## src/hdl/srfr_pkg.sv

```systemverilog
// srfr_pkg: shared types and constants for the servo reply frame receiver
// used by srfr_emitter and servo_reply_frame_receiver; no dependencies
package srfr_pkg;

  localparam int unsigned MaxFrameDef = 16;
  localparam int unsigned LenW        = 5;
  localparam int unsigned TickW       = 20;

  localparam logic [7:0] HdrByte = 8'hFB;

  // register reset values, and the shortest accepted frame length
  localparam logic [7:0]       DevAddrRst   = 8'd1;
  localparam logic [7:0]       ExpFuncRst   = 8'd49;
  localparam logic [LenW-1:0]  FrameLenRst  = 5'd10;
  localparam logic [TickW-1:0] TimeoutRst   = 20'd5000;
  localparam logic [LenW-1:0]  MinLen       = 5'd4;

  typedef enum logic [1:0] {
    FuncStart = 2'd0,
    FuncByte  = 2'd1,
    FuncTick  = 2'd2
  } func_e;

  typedef enum logic [1:0] {
    RegDevAddr  = 2'd0,
    RegExpFunc  = 2'd1,
    RegFrameLen = 2'd2,
    RegTimeout  = 2'd3
  } reg_e;

  // request to start a result run
  typedef struct packed {
    logic            start;
    logic            tmo;
    logic            bank;
    logic [LenW-1:0] len;
  } run_req_t;

endpackage

```

## src/hdl/srfr_emitter.sv

```systemverilog
// srfr_emitter: ping-pong frame buffer and result run sequencer
// depends on srfr_pkg
module srfr_emitter #(
  parameter int unsigned MAX_FRAME = srfr_pkg::MaxFrameDef
) (
  input  logic                      clk_i,
  input  logic                      rst_ni,
  input  srfr_pkg::run_req_t        run_i,
  input  logic                      wr_en_i,
  input  logic                      wr_bank_i,
  input  logic [srfr_pkg::LenW-1:0] wr_idx_i,
  input  logic [7:0]                wr_data_i,
  output logic                      busy_o,
  output logic                      out_valid_o,
  input  logic                      out_ready_i,
  output logic                      outcome_o,
  output logic [7:0]                frame_byte_o,
  output logic [3:0]                byte_position_o,
  output logic                      last_of_run_o
);

  localparam int unsigned AW    = $clog2(MAX_FRAME);
  localparam int unsigned Depth = 2 ** (AW + 1);

  logic [7:0] mem [Depth];

  logic                      busy_q;
  logic                      bank_q;
  logic                      tmo_q;
  logic [srfr_pkg::LenW-1:0] pos_q;
  logic [srfr_pkg::LenW-1:0] len_q;
  logic                      out_valid_q;

  logic [7:0]                rd_data_q;
  logic                      otmo_q;
  logic                      olast_q;
  logic [srfr_pkg::LenW-1:0] opos_q;

  logic          adv;
  logic          run_last;
  logic [AW:0]   waddr;
  logic [AW:0]   raddr;

  assign adv      = busy_q && (!out_valid_q || out_ready_i);
  assign run_last = (pos_q == (len_q - 5'd1));
  assign waddr    = {wr_bank_i, AW'(wr_idx_i)};
  assign raddr    = {bank_q, AW'(pos_q)};

  always_ff @(posedge clk_i) begin
    if (wr_en_i) begin
      mem[waddr] <= wr_data_i;
    end
  end

  always_ff @(posedge clk_i) begin
    if (adv) begin
      rd_data_q <= mem[raddr];
      otmo_q    <= tmo_q;
      olast_q   <= run_last;
      opos_q    <= pos_q;
    end
  end

  always_ff @(posedge clk_i or negedge rst_ni) begin
    if (!rst_ni) begin
      busy_q      <= 1'b0;
      bank_q      <= 1'b0;
      tmo_q       <= 1'b0;
      pos_q       <= '0;
      len_q       <= '0;
      out_valid_q <= 1'b0;
    end else begin
      if (run_i.start) begin
        busy_q <= 1'b1;
        pos_q  <= '0;
        len_q  <= run_i.len;
        bank_q <= run_i.bank;
        tmo_q  <= run_i.tmo;
      end else if (adv) begin
        pos_q <= pos_q + 5'd1;
        if (run_last) begin
          busy_q <= 1'b0;
        end
      end
      if (adv) begin
        out_valid_q <= 1'b1;
      end else if (out_ready_i) begin
        out_valid_q <= 1'b0;
      end
    end
  end

  assign busy_o          = busy_q;
  assign out_valid_o     = out_valid_q;
  assign outcome_o       = otmo_q;
  assign frame_byte_o    = otmo_q ? 8'd0 : rd_data_q;
  assign byte_position_o = opos_q[3:0];
  assign last_of_run_o   = olast_q;

  // a new run never lands on one still being read out
  a_start_idle: assert property (@(posedge clk_i) disable iff (!rst_ni)
    run_i.start |-> !busy_q) else $error("run started while busy");

  a_pos_range: assert property (@(posedge clk_i) disable iff (!rst_ni)
    busy_q |-> (pos_q < len_q)) else $error("run position past length");

  // collection must use the other bank while a frame is read out
  a_bank_sep: assert property (@(posedge clk_i) disable iff (!rst_ni)
    (wr_en_i && busy_q && !tmo_q) |-> (wr_bank_i != bank_q))
    else $error("write into bank being read");

  a_tmo_last: assert property (@(posedge clk_i) disable iff (!rst_ni)
    (out_valid_q && otmo_q) |-> olast_q) else $error("timeout not last of run");

  a_run_end: assert property (@(posedge clk_i) disable iff (!rst_ni)
    (adv && run_last) |=> !busy_q) else $error("run did not end");

endmodule

```

## src/hdl/servo_reply_frame_receiver.sv

```systemverilog
// servo_reply_frame_receiver: top level, config registers and frame parser
// depends on srfr_pkg and srfr_emitter
// result path: the item that completes a valid frame, or a timeout item, starts a run in
//   the emitter (busy_q); its first byte is then read into the output register and offered
// throughput: one input item per cycle; in_ready_o drops only for an item that would
//   open a new result run while the previous run is still being read from the buffer;
//   a run of n bytes leaves at one per cycle while out_ready_i is high
// reset: registers return to their defaults and the receiver is idle; the frame buffer
//   is not cleared, since only bytes of the current frame are ever read back
module servo_reply_frame_receiver #(
  parameter int unsigned MAX_FRAME = srfr_pkg::MaxFrameDef
) (
  input  logic        clk_i,
  input  logic        rst_ni,
  // configuration port
  input  logic        psel,
  input  logic        penable,
  input  logic        pwrite,
  input  logic [3:0]  paddr,
  input  logic [31:0] pwdata,
  output logic [31:0] prdata,
  output logic        pready,
  // input items
  input  logic        in_valid_i,
  output logic        in_ready_o,
  input  logic [1:0]  func_i,
  input  logic [7:0]  rx_byte_i,
  // result items
  output logic        out_valid_o,
  input  logic        out_ready_i,
  output logic        outcome_o,
  output logic [7:0]  frame_byte_o,
  output logic [3:0]  byte_position_o,
  output logic        last_of_run_o
);

  localparam int unsigned LenW  = srfr_pkg::LenW;
  localparam int unsigned TickW = srfr_pkg::TickW;
  // longest frame the buffer can hold, capped by the length register width
  localparam logic [LenW-1:0] MaxLen = LenW'((MAX_FRAME > 31) ? 31 : MAX_FRAME);

  // configuration registers
  logic [7:0]       dev_addr_q;
  logic [7:0]       exp_func_q;
  logic [LenW-1:0]  frame_len_q;
  logic [TickW-1:0] timeout_q;
  logic             cfg_we;

  // receiver state
  logic             armed_q,   armed_d;
  logic [LenW-1:0]  held_q,    held_d;
  logic [7:0]       sum_q,     sum_d;
  logic [TickW-1:0] elapsed_q, elapsed_d;
  logic             bank_q,    bank_d;
  logic [7:0]       byte1_q,   byte1_d;

  logic [LenW-1:0]  len_eff;
  logic [LenW-1:0]  held_inc;
  logic [TickW-1:0] elapsed_inc;
  logic             hdr;
  logic             resync;
  logic             wr_en;
  logic [LenW-1:0]  wr_idx;
  logic             emit_req;
  logic             emit_tmo;
  logic             acc;
  logic             busy;

  srfr_pkg::run_req_t run_req;

  // ---------------------------------------------------------------------------
  // configuration port: always ready, written in the access phase
  // ---------------------------------------------------------------------------
  assign pready = 1'b1;
  assign cfg_we = psel && penable && pwrite;

  always_ff @(posedge clk_i or negedge rst_ni) begin
    if (!rst_ni) begin
      dev_addr_q  <= srfr_pkg::DevAddrRst;
      exp_func_q  <= srfr_pkg::ExpFuncRst;
      frame_len_q <= srfr_pkg::FrameLenRst;
      timeout_q   <= srfr_pkg::TimeoutRst;
    end else if (cfg_we) begin
      unique case (srfr_pkg::reg_e'(paddr[3:2]))
        srfr_pkg::RegDevAddr:  dev_addr_q  <= pwdata[7:0];
        srfr_pkg::RegExpFunc:  exp_func_q  <= pwdata[7:0];
        srfr_pkg::RegFrameLen: frame_len_q <= pwdata[LenW-1:0];
        srfr_pkg::RegTimeout:  timeout_q   <= pwdata[TickW-1:0];
        default: ;
      endcase
    end
  end

  always_comb begin
    unique case (srfr_pkg::reg_e'(paddr[3:2]))
      srfr_pkg::RegDevAddr:  prdata = {24'd0, dev_addr_q};
      srfr_pkg::RegExpFunc:  prdata = {24'd0, exp_func_q};
      srfr_pkg::RegFrameLen: prdata = {27'd0, frame_len_q};
      srfr_pkg::RegTimeout:  prdata = {12'd0, timeout_q};
      default:               prdata = '0;
    endcase
  end

  // frame length clamped to what the format and the buffer allow
  always_comb begin
    if (frame_len_q < srfr_pkg::MinLen) begin
      len_eff = srfr_pkg::MinLen;
    end else if (frame_len_q > MaxLen) begin
      len_eff = MaxLen;
    end else begin
      len_eff = frame_len_q;
    end
  end

  // ---------------------------------------------------------------------------
  // frame parser: unless in_ready_o holds an item off, one item handled per cycle
  // ---------------------------------------------------------------------------
  assign held_inc    = held_q + 5'd1;
  assign elapsed_inc = (elapsed_q == '1) ? elapsed_q : elapsed_q + 20'd1;
  assign hdr         = (rx_byte_i == srfr_pkg::HdrByte);

  always_comb begin
    armed_d   = armed_q;
    held_d    = held_q;
    sum_d     = sum_q;
    elapsed_d = elapsed_q;
    bank_d    = bank_q;
    byte1_d   = byte1_q;
    resync    = 1'b0;
    wr_en     = 1'b0;
    wr_idx    = held_q;
    emit_req  = 1'b0;
    emit_tmo  = 1'b0;
    case (func_i)
      srfr_pkg::FuncStart: begin
        // restart the wait, any partial frame is dropped
        armed_d   = 1'b1;
        held_d    = '0;
        sum_d     = '0;
        elapsed_d = '0;
      end
      srfr_pkg::FuncByte: begin
        if (armed_q) begin
          wr_en = 1'b1;
          if (held_q == '0 || held_q >= len_eff) begin
            // hunting for a header, or count left over from a longer length
            resync = 1'b1;
          end else if (held_inc == 5'd3 &&
                       (byte1_q != dev_addr_q || rx_byte_i != exp_func_q)) begin
            resync = 1'b1;
          end else if (held_inc == len_eff) begin
            if (sum_q == rx_byte_i) begin
              // good frame: hand the bank over and collect into the other one
              armed_d  = 1'b0;
              held_d   = '0;
              sum_d    = '0;
              emit_req = 1'b1;
              bank_d   = ~bank_q;
            end else begin
              resync = 1'b1;
            end
          end else begin
            held_d = held_inc;
            sum_d  = sum_q + rx_byte_i;
            if (held_q == 5'd1) begin
              byte1_d = rx_byte_i;
            end
          end
          if (resync) begin
            // keep a header byte as the start of a new frame
            wr_idx = '0;
            held_d = hdr ? 5'd1 : 5'd0;
            sum_d  = hdr ? srfr_pkg::HdrByte : 8'd0;
          end
        end
      end
      srfr_pkg::FuncTick: begin
        if (armed_q) begin
          elapsed_d = elapsed_inc;
          if (elapsed_inc >= timeout_q) begin
            armed_d  = 1'b0;
            held_d   = '0;
            sum_d    = '0;
            emit_req = 1'b1;
            emit_tmo = 1'b1;
          end
        end
      end
      default: ;
    endcase
  end

  // hold off only an item that opens a run while the last one drains
  assign in_ready_o = !(busy && emit_req);
  assign acc        = in_valid_i && in_ready_o;

  always_ff @(posedge clk_i or negedge rst_ni) begin
    if (!rst_ni) begin
      armed_q   <= 1'b0;
      held_q    <= '0;
      sum_q     <= '0;
      elapsed_q <= '0;
      bank_q    <= 1'b0;
    end else if (acc) begin
      armed_q   <= armed_d;
      held_q    <= held_d;
      sum_q     <= sum_d;
      elapsed_q <= elapsed_d;
      bank_q    <= bank_d;
    end
  end

  // address byte kept aside for the check at the function code
  always_ff @(posedge clk_i) begin
    if (acc) begin
      byte1_q <= byte1_d;
    end
  end

  assign run_req.start = acc && emit_req;
  assign run_req.tmo   = emit_tmo;
  assign run_req.bank  = bank_q;
  assign run_req.len   = emit_tmo ? 5'd1 : len_eff;

  // ---------------------------------------------------------------------------
  // frame buffer and result sequencer
  // ---------------------------------------------------------------------------
  srfr_emitter #(
    .MAX_FRAME (MAX_FRAME)
  ) u_emitter (
    .clk_i           (clk_i),
    .rst_ni          (rst_ni),
    .run_i           (run_req),
    .wr_en_i         (acc && wr_en),
    .wr_bank_i       (bank_q),
    .wr_idx_i        (wr_idx),
    .wr_data_i       (rx_byte_i),
    .busy_o          (busy),
    .out_valid_o     (out_valid_o),
    .out_ready_i     (out_ready_i),
    .outcome_o       (outcome_o),
    .frame_byte_o    (frame_byte_o),
    .byte_position_o (byte_position_o),
    .last_of_run_o   (last_of_run_o)
  );

endmodule
```

## config.mk

```make
export PLATFORM = sky130hd
export DESIGN_NAME = servo_reply_frame_receiver
export DESIGN_NICKNAME = d
export VERILOG_FILES = /design/src/hdl/srfr_pkg.sv /design/src/hdl/srfr_emitter.sv /design/src/hdl/servo_reply_frame_receiver.sv
export SDC_FILE = /design/constraint.sdc
export NUM_CORES = 1
export LEC_CHECK = 0
export ABC_AREA = 1
export BUFFER_PORTS_ARGS = -buffer_cell sky130_fd_sc_hd__buf_2
export CAP_MARGIN = 30
export CORE_MARGIN = 2
export CORE_UTILIZATION = 40
export DETAILED_ROUTE_END_ITERATION = 16
export MAX_ROUTING_LAYER = met4
export RECOVER_POWER = 100
export SLEW_MARGIN = 20
export SYNTH_ARGS = -nofsm -noshare
export SYNTH_HDL_FRONTEND = slang
export SYNTH_SLANG_ARGS = --single-unit
```

## constraint.sdc

```tcl
create_clock -name clk_i -period 5.4 [get_ports clk_i]
set_clock_uncertainty 0.1 [all_clocks]
set_input_delay 0.81 -clock clk_i [delete_from_list [all_inputs] [get_ports clk_i]]
set_output_delay 0.81 -clock clk_i [all_outputs]
set_load 0.01 [all_outputs]
```

==> run_results.csv, run 1 <==
group,metric,value,unit
pwr,power.density,333,mW/mm^2
global_route,grt_antenna_before_repair,0,
cts,cts_max_path_buffers,3,
global_route,grt-ovfl-total,0,
run,drv_cap,7,
sta,setup_tns,0,ns
die,die_h,211,um
finish,area_growth,13.2,%
die,die_w,211,um
pwr,p_leak,7.73,nW
sta,post-route-period-util,91.3,%
die,num_rows,76,
logic_synthesis,synth-seq-cells,368,
detailed_routing,drtPass1Iterations,6,
finish,fin_area,0.0195,mm^2
die,die_area,0.0447,mm^2
finish,utilization,45.5,%
finish,layout-drive-gt1-share,7.67,%
cts,insertion_delay,0.59,ns
cts,root_buffer,"clkbuf_16",
detailed_routing,post_drt_wl_per_cell,18.0,um
critical_path,critPathMaxFanout,8,
global_route,grt_start_max_net_pins,80,
detailed_routing,drt_iter0_markers,984,
logic_synthesis,synthFlopType,"edfxtp_1",
cts,clk_pin_slew,0.06,ns
detailed_routing,postRouteWirelength,43.5,mm
finish,fin_nets,1928,
critical_path,critPathRequiredTime,4.49,ns
cts,numCtsBuffers,41,
placed_design,dp_hpwl,27.9,mm
detailed_routing,ant_nets,0,
critical_path,critPathCaptureType,"output port",
global_route,track_usage,20.4,%
logic_synthesis,syn-cell-area,0.0172,mm^2
global_route,grt_pass1_wl,67.8,mm
cts,cts_num_sinks,368,
outcome,status,"finished, violations left",
sta,setup_violations,0,
sta,period_minus_slack,4.93,ns
detailed_routing,viasPerCell,5.20,
sta,worst-slew-pin-transition,3.27,ns
sta,report.final.slew_viol_count,318,
worst_hold_path,worstHoldPathType,"in2reg",
finish,n_antenna_cell,0,
detailed_routing,drc_errors,0,
logic_synthesis,yosysWarnings,0,
pwr,ir_worst_vdd,0.235,mV
critical_path,worst_ep_arrival_time,4.02,ns
critical_path,worstSetupStartpointType,"register",
logic_synthesis,yosysUniqueCellTypes,48,
sta,fmax,203,MHz
detailed_routing,vias,12500,
die,io_pins,102,
placed_design,io_buffers,74,
logic_synthesis,syn_avg_cell_area,9.94,um^2
die,start_util,40.2,%
cts,cts_tree,"done",
logic_synthesis,postSynthCellCount,1732,
logic_synthesis,ys_seq_area_share,61.7,%
sta,slew_headroom,-118,%
placed_design,gp_congestion,0.872,
pwr,p_total,6.50,mW
finish,register_area,0.0106,mm^2
sta,hold_violations,0,
outcome,failed_checks,"max-capacitance violations, max-slew violations",
cts,hold_buffers,0,
logic_synthesis,async_reset_ff_share,24.5,%
global_route,grt_pass1_vias,12300,
die,core_region_area,0.0428,mm^2
finish,fillers,4083,
finish,multi_input_area,0.00565,mm^2
sta,rsz0062_at_grt,"no",
cts,cts_max_level,2,
logic_synthesis,synth-edff-count,278,
critical_path,worstSetupPathType,"reg2out",
placed_design,place_area,0.0183,mm^2
critical_path,reg2reg_slack,0.55,ns
## area by class of cell
type                    instances  area share (%)
inverters                     155            2.99
clock buffers                  53            5.75
multi-input cells            1138            29.0
flip-flops and latches        368            54.5
repair buffers                127            2.83
clock inverters                23            1.47
well taps                     546            3.51
## power by group
group	leakage (nW)	switching, mW	internal, mW
registers	3.64	0.0623	3.13
clock network	0.691	1.17	1.72
logic	3.40	0.284	0.131
## what timing repair did
action | 4_1_cts | 5_1_grt
gates resized for setup | 0 | 3
endpoints found under the setup margin | 0 | 1
buffers inserted | 0 | 0
## synthesized netlist by cell type, drive strengths merged (4+ instances only)
master	count	area (um^2)
a21oi	48	240
nand4	23	144
buf	22	171
o22ai	40	250
nor2	260	991
dfstp	11	289
dfrtp	79	1980
o21ai	177	890
o2111ai	4	35.0
or2	4	25.0
nand2	367	1400
nor3	25	130
xnor2	10	87.6
edfxtp	278	8350
nand3	54	293
ha	43	538
inv	154	581
o221ai	23	201
nor4	6	37.5
clkbuf	60	225
xor2	18	158
o211ai	10	75.1
## layer usage
layer	part of all wire, %	global-route usage (%)	up-vias
li1	-	-	6093
met2	47	32.5	369
met4	2.3	5.90	0
met5	0	-	-
met1	44	26.5	6012
met3	6.5	4.20	69
## registers in the layout, indices dropped and copies added (netlist names), 8 cells and up
signal / flops
u_emitter.mem: 256
dev_addr_q: 8
exp_func_q: 8
sum_q: 8
byte1_q: 8
u_emitter.rd_data_q: 8
timeout_q: 20
elapsed_q: 20
## metrics by stage
stage | hold slack [ns] | std cells | worst slack, ns
CTS | 0.139 | 2410 | 0.220
detailed placement | 0.375 | 2334 | 0.673
finish | 0.374 | 2410 | 0.471
global placement | 0.360 | 2333 | 0.727
floorplan | 0.323 | 1743 | 1.29
global route | 0.367 | 2410 | 0.0196
## path summary, 6_finish.rpt
kind | start | cells past startpoint | endpoint
worst max-delay path | elapsed_q[0] | 23 | in_ready_o
worst min-delay path | pwdata[8] | 3 | timeout_q[8]
worst max register to register | elapsed_q[0] | 28 | u_emitter.mem[0][1]
worst min register to register | sum_q[3] | 2 | sum_q[3]
max in group asynchronous | rst_ni | 2 | u_emitter.pos_q[1]
min in group asynchronous | rst_ni | 1 | timeout_q[18]
## worst max-delay path, cell delays in order (launching register included)
cell and delay [ns]:
dfrtp_1 0.40, ha_1 0.19, inv_1 0.08, nor3_2 0.23, nand2_1 0.09, inv_2 0.08, nand2_1 0.07, nor3_2 0.19
nand2_2 0.16, nand2_1 0.09, nor2_1 0.05, nand2_1 0.06, xor2_1 0.24, ha_1 0.29, a21oi_1 0.15, o21ai_0 0.09
nand2_1 0.07, nand2_1 0.04, nand2_1 0.05, nand4_1 0.24, nand2_2 0.20, nand2_2 0.08, nand3_4 0.10, clkbuf_2 0.17
## kinds of logic (layout without fill, tap and decap cells)
kind of cell | after synthesis | count (layout) | share of synthesized area (%)
compound gates | 312 | 312 | 10.3
xor+xnor | 28 | 28 | 1.42
fa+ha+maj | 44 | 44 | 3.24
buf+inv | 237 | 358 | 5.70
flops | 368 | 368 | 61.7
other cells | 2 | 13 | 0.0436
simple gates | 741 | 741 | 17.6
## layout by cell type (no fill, tap or decap), types with 23 or more instances in the layout
cell type,instances
clkbuf_1,89
nand4_1,23
nor3_1,23
inv_1,148
edfxtp_1,278
ha_1,43
dfrtp_1,78
o221ai_1,23
o21ai_0,175
buf_2,27
o22ai_1,40
nand3_1,51
nand2_1,362
a21oi_1,48
nor2_1,258
clkbuf_16,41
Power figures use the tool's default switching activity.
==> run 2: changes to the inputs <==
RECOVER_POWER = not set   (was 100)
==> run 2 against run 1 <==
  * The flow now finishes without violations
  * Flip-flop and latch count is the same
  * Critical path depth is the same
  * Hold slack lost 0.23 ns
  * Sequential share of layout area shrank 0.69 points
  * Setup slack lost 0.019 ns
  * Sequential power is essentially flat
  * Clock power is essentially flat
  * Total power is essentially flat
  * Cell count is the same
  * Non-clock buffer count is the same
  * Combinational power grew 3%
  * Highest routed layer unchanged
==> run_results.csv, run 2 (synthesis results as in run 1) <==
group,metric,value,unit
critical_path,worstSetupPathType,"reg2out",
critical_path,critPathMaxFanout,8,
global_route,grt_pass1_vias,12300,
die,start_util,40.2,%
critical_path,path_common_cell,"nand2_1",
critical_path,worstPathCellList,"ha_1 > inv_1 > nor3_2 > nand2_1 > inv_2 > nand2_1 > nor3_2 > nand2_2 > nand2_1 > nor2_1 > nand2_1 > xor2_1 > ha_1 > a21oi_1 > o21ai_0 > nand2_1 > nand2_1 > nand2_1 > nand4_1 > nand2_2 > nand2_2 > nand3_4 > buf_2",
global_route,track_usage,20.4,%
sta,hold_violations,0,
cts,cts_max_path_buffers,3,
pwr,power.density,329,mW/mm^2
sta,whs,0.139,ns
finish,top_regs,"u_emitter.mem (256), elapsed_q (20), timeout_q (20)",
pwr,ir_worst_vdd,0.223,mV
cts,cts_max_level,2,
detailed_routing,ant_nets,0,
detailed_routing,drtPass1Iterations,5,
worst_hold_path,worstHoldPathType,"in2async",
detailed_routing,drt_iter0_markers,932,
cts,cts_num_sinks,368,
detailed_routing,postRouteWirelength,43.5,mm
finish,largest_reg_flops,256,
sta,worst-slew-pin-transition,0.957,ns
sta,report.final.slew_viol_count,0,
finish,layout_commonest_cell,"nand2_1",
pwr,p_leak,8.04,nW
detailed_routing,vias,12500,
cts,insertion_delay,0.58,ns
sta,rsz0062_at_grt,"no",
sta,slew_headroom,36.2,%
die,num_rows,76,
sta,period_minus_slack,4.95,ns
placed_design,gp_congestion,0.872,
die,die_w,211,um
finish,regMostFlops,"u_emitter.mem",
finish,layout-drive-gt1-share,12.4,%
placed_design,pre_cts_ws,0.673,ns
sta,setup_violations,0,
global_route,grt_start_max_net_pins,80,
sta,fmax,202,MHz
critical_path,worstSetupStartpointType,"register",
cts,cts_tree,"done",
cts,root_buffer,"clkbuf_16",
detailed_routing,drc_errors,0,
detailed_routing,viasPerCell,5.19,
critical_path,worst_ep_arrival_time,4.04,ns
global_route,grt_antenna_before_repair,0,
sta,setup_slack,0.452,ns
finish,most-common-layout-cells,"nand2_1 (359), edfxtp_1 (278), nor2_1 (256)",
global_route,grt_pass1_wl,67.8,mm
die,die_area,0.0447,mm^2
placed_design,dp_hpwl,27.9,mm
cts,clk_pin_slew,0.06,ns
run,drv_cap,0,
outcome,status,"finished, final reports clean",
detailed_routing,post_drt_wl_per_cell,18.0,um
critical_path,crit_slowest_cell,"dfrtp_1",
global_route,grt-ovfl-total,0,
critical_path,critPathRequiredTime,4.49,ns
finish,area_growth,14.7,%
finish,fin_area,0.0197,mm^2
sta,post-route-period-util,91.6,%
pwr,p_total,6.50,mW
critical_path,critPathMaxStageDelay,0.41,ns
finish,n_antenna_cell,0,
critical_path,critPathCaptureType,"output port",
die,die_h,211,um
placed_design,place_area,0.0183,mm^2
die,core_region_area,0.0428,mm^2
finish,fin_nets,1928,
sta,setup_tns,0,ns
die,io_pins,102,
placed_design,io_buffers,74,
cts,numCtsBuffers,41,
critical_path,reg2reg_slack,0.81,ns
## run 2: cell types whose count changed in the layout (fill, tap and decap cells not counted), moves of 2 or more
cell | before | now
nand2_4 | 0 | 2
clkbuf_2 | 11 | 0
nand2_1 | 362 | 359
nor2_1 | 258 | 256
buf_2 | 27 | 73
nor2_2 | 1 | 3
buf_4 | 7 | 53
clkbuf_1 | 89 | 7
## run 2: per-stage QoR
| step | instances | util [%] |
|---|---|---|
| after floorplan | 1743 | - |
| after global placement | 2333 | 42.8 |
| after detailed placement | 2334 | 42.8 |
| after CTS | 2410 | 46.1 |
| after global routing | 2410 | 46.1 |
| final | 2410 | 46.1 |
## run 2: where the power goes
| group | switching, mW | total [mW] | internal [mW] |
|---|---|---|---|
| clock | 1.16 | 2.88 | 1.72 |
| sequential | 0.0622 | 3.19 | 3.13 |
| combinational | 0.285 | 0.426 | 0.141 |
## run 2: timing repair
item                                    in CTS  in global routing
endpoints found under the setup margin       0                  1
buffers inserted                             0                  0
gates resized for setup                      0                  3
hold buffers                                 0                  0
## run 2: path summary, 6_finish.rpt
path	from	to	depth (start not counted)
worst max-delay path	elapsed_q[0]	in_ready_o	23
worst min-delay path	rst_ni	timeout_q[18]	1
worst max register to register	elapsed_q[0]	u_emitter.mem[18][7]	28
worst min register to register	sum_q[3]	sum_q[3]	2
max in group asynchronous	rst_ni	u_emitter.pos_q[0]	2
min in group clk_i	pwdata[8]	timeout_q[8]	3
## run 2: final cells by class
cell class                 count  area, um^2
clock buffer                  53        1120
clock inverter                23         287
fill                        3995       23000
inverter                     155         586
multi-input combinational   1138        5670
sequential                   368       10600
tap                          546         683
timing repair buffer         127         778
## run 2: critical path, delay by kind of cell, from the launching register on
family                   cells  cell delay [ns]
AO/OA/AOI/OAI                2             0.24
XOR/XNOR                     1             0.24
adder cells (fa/ha/maj)      2             0.48
buffers and inverters        3             0.33
flip-flops                   1             0.41
AND/OR/NAND/NOR             15             1.75
## run 2: metal layers
layer  wire (um)  share of wire, %  track usage, %
met5           0                 0               -
met2       20300                47            32.5
met4        1020               2.3            5.90
met1       19200                44            26.5
met3        2900               6.7            4.20
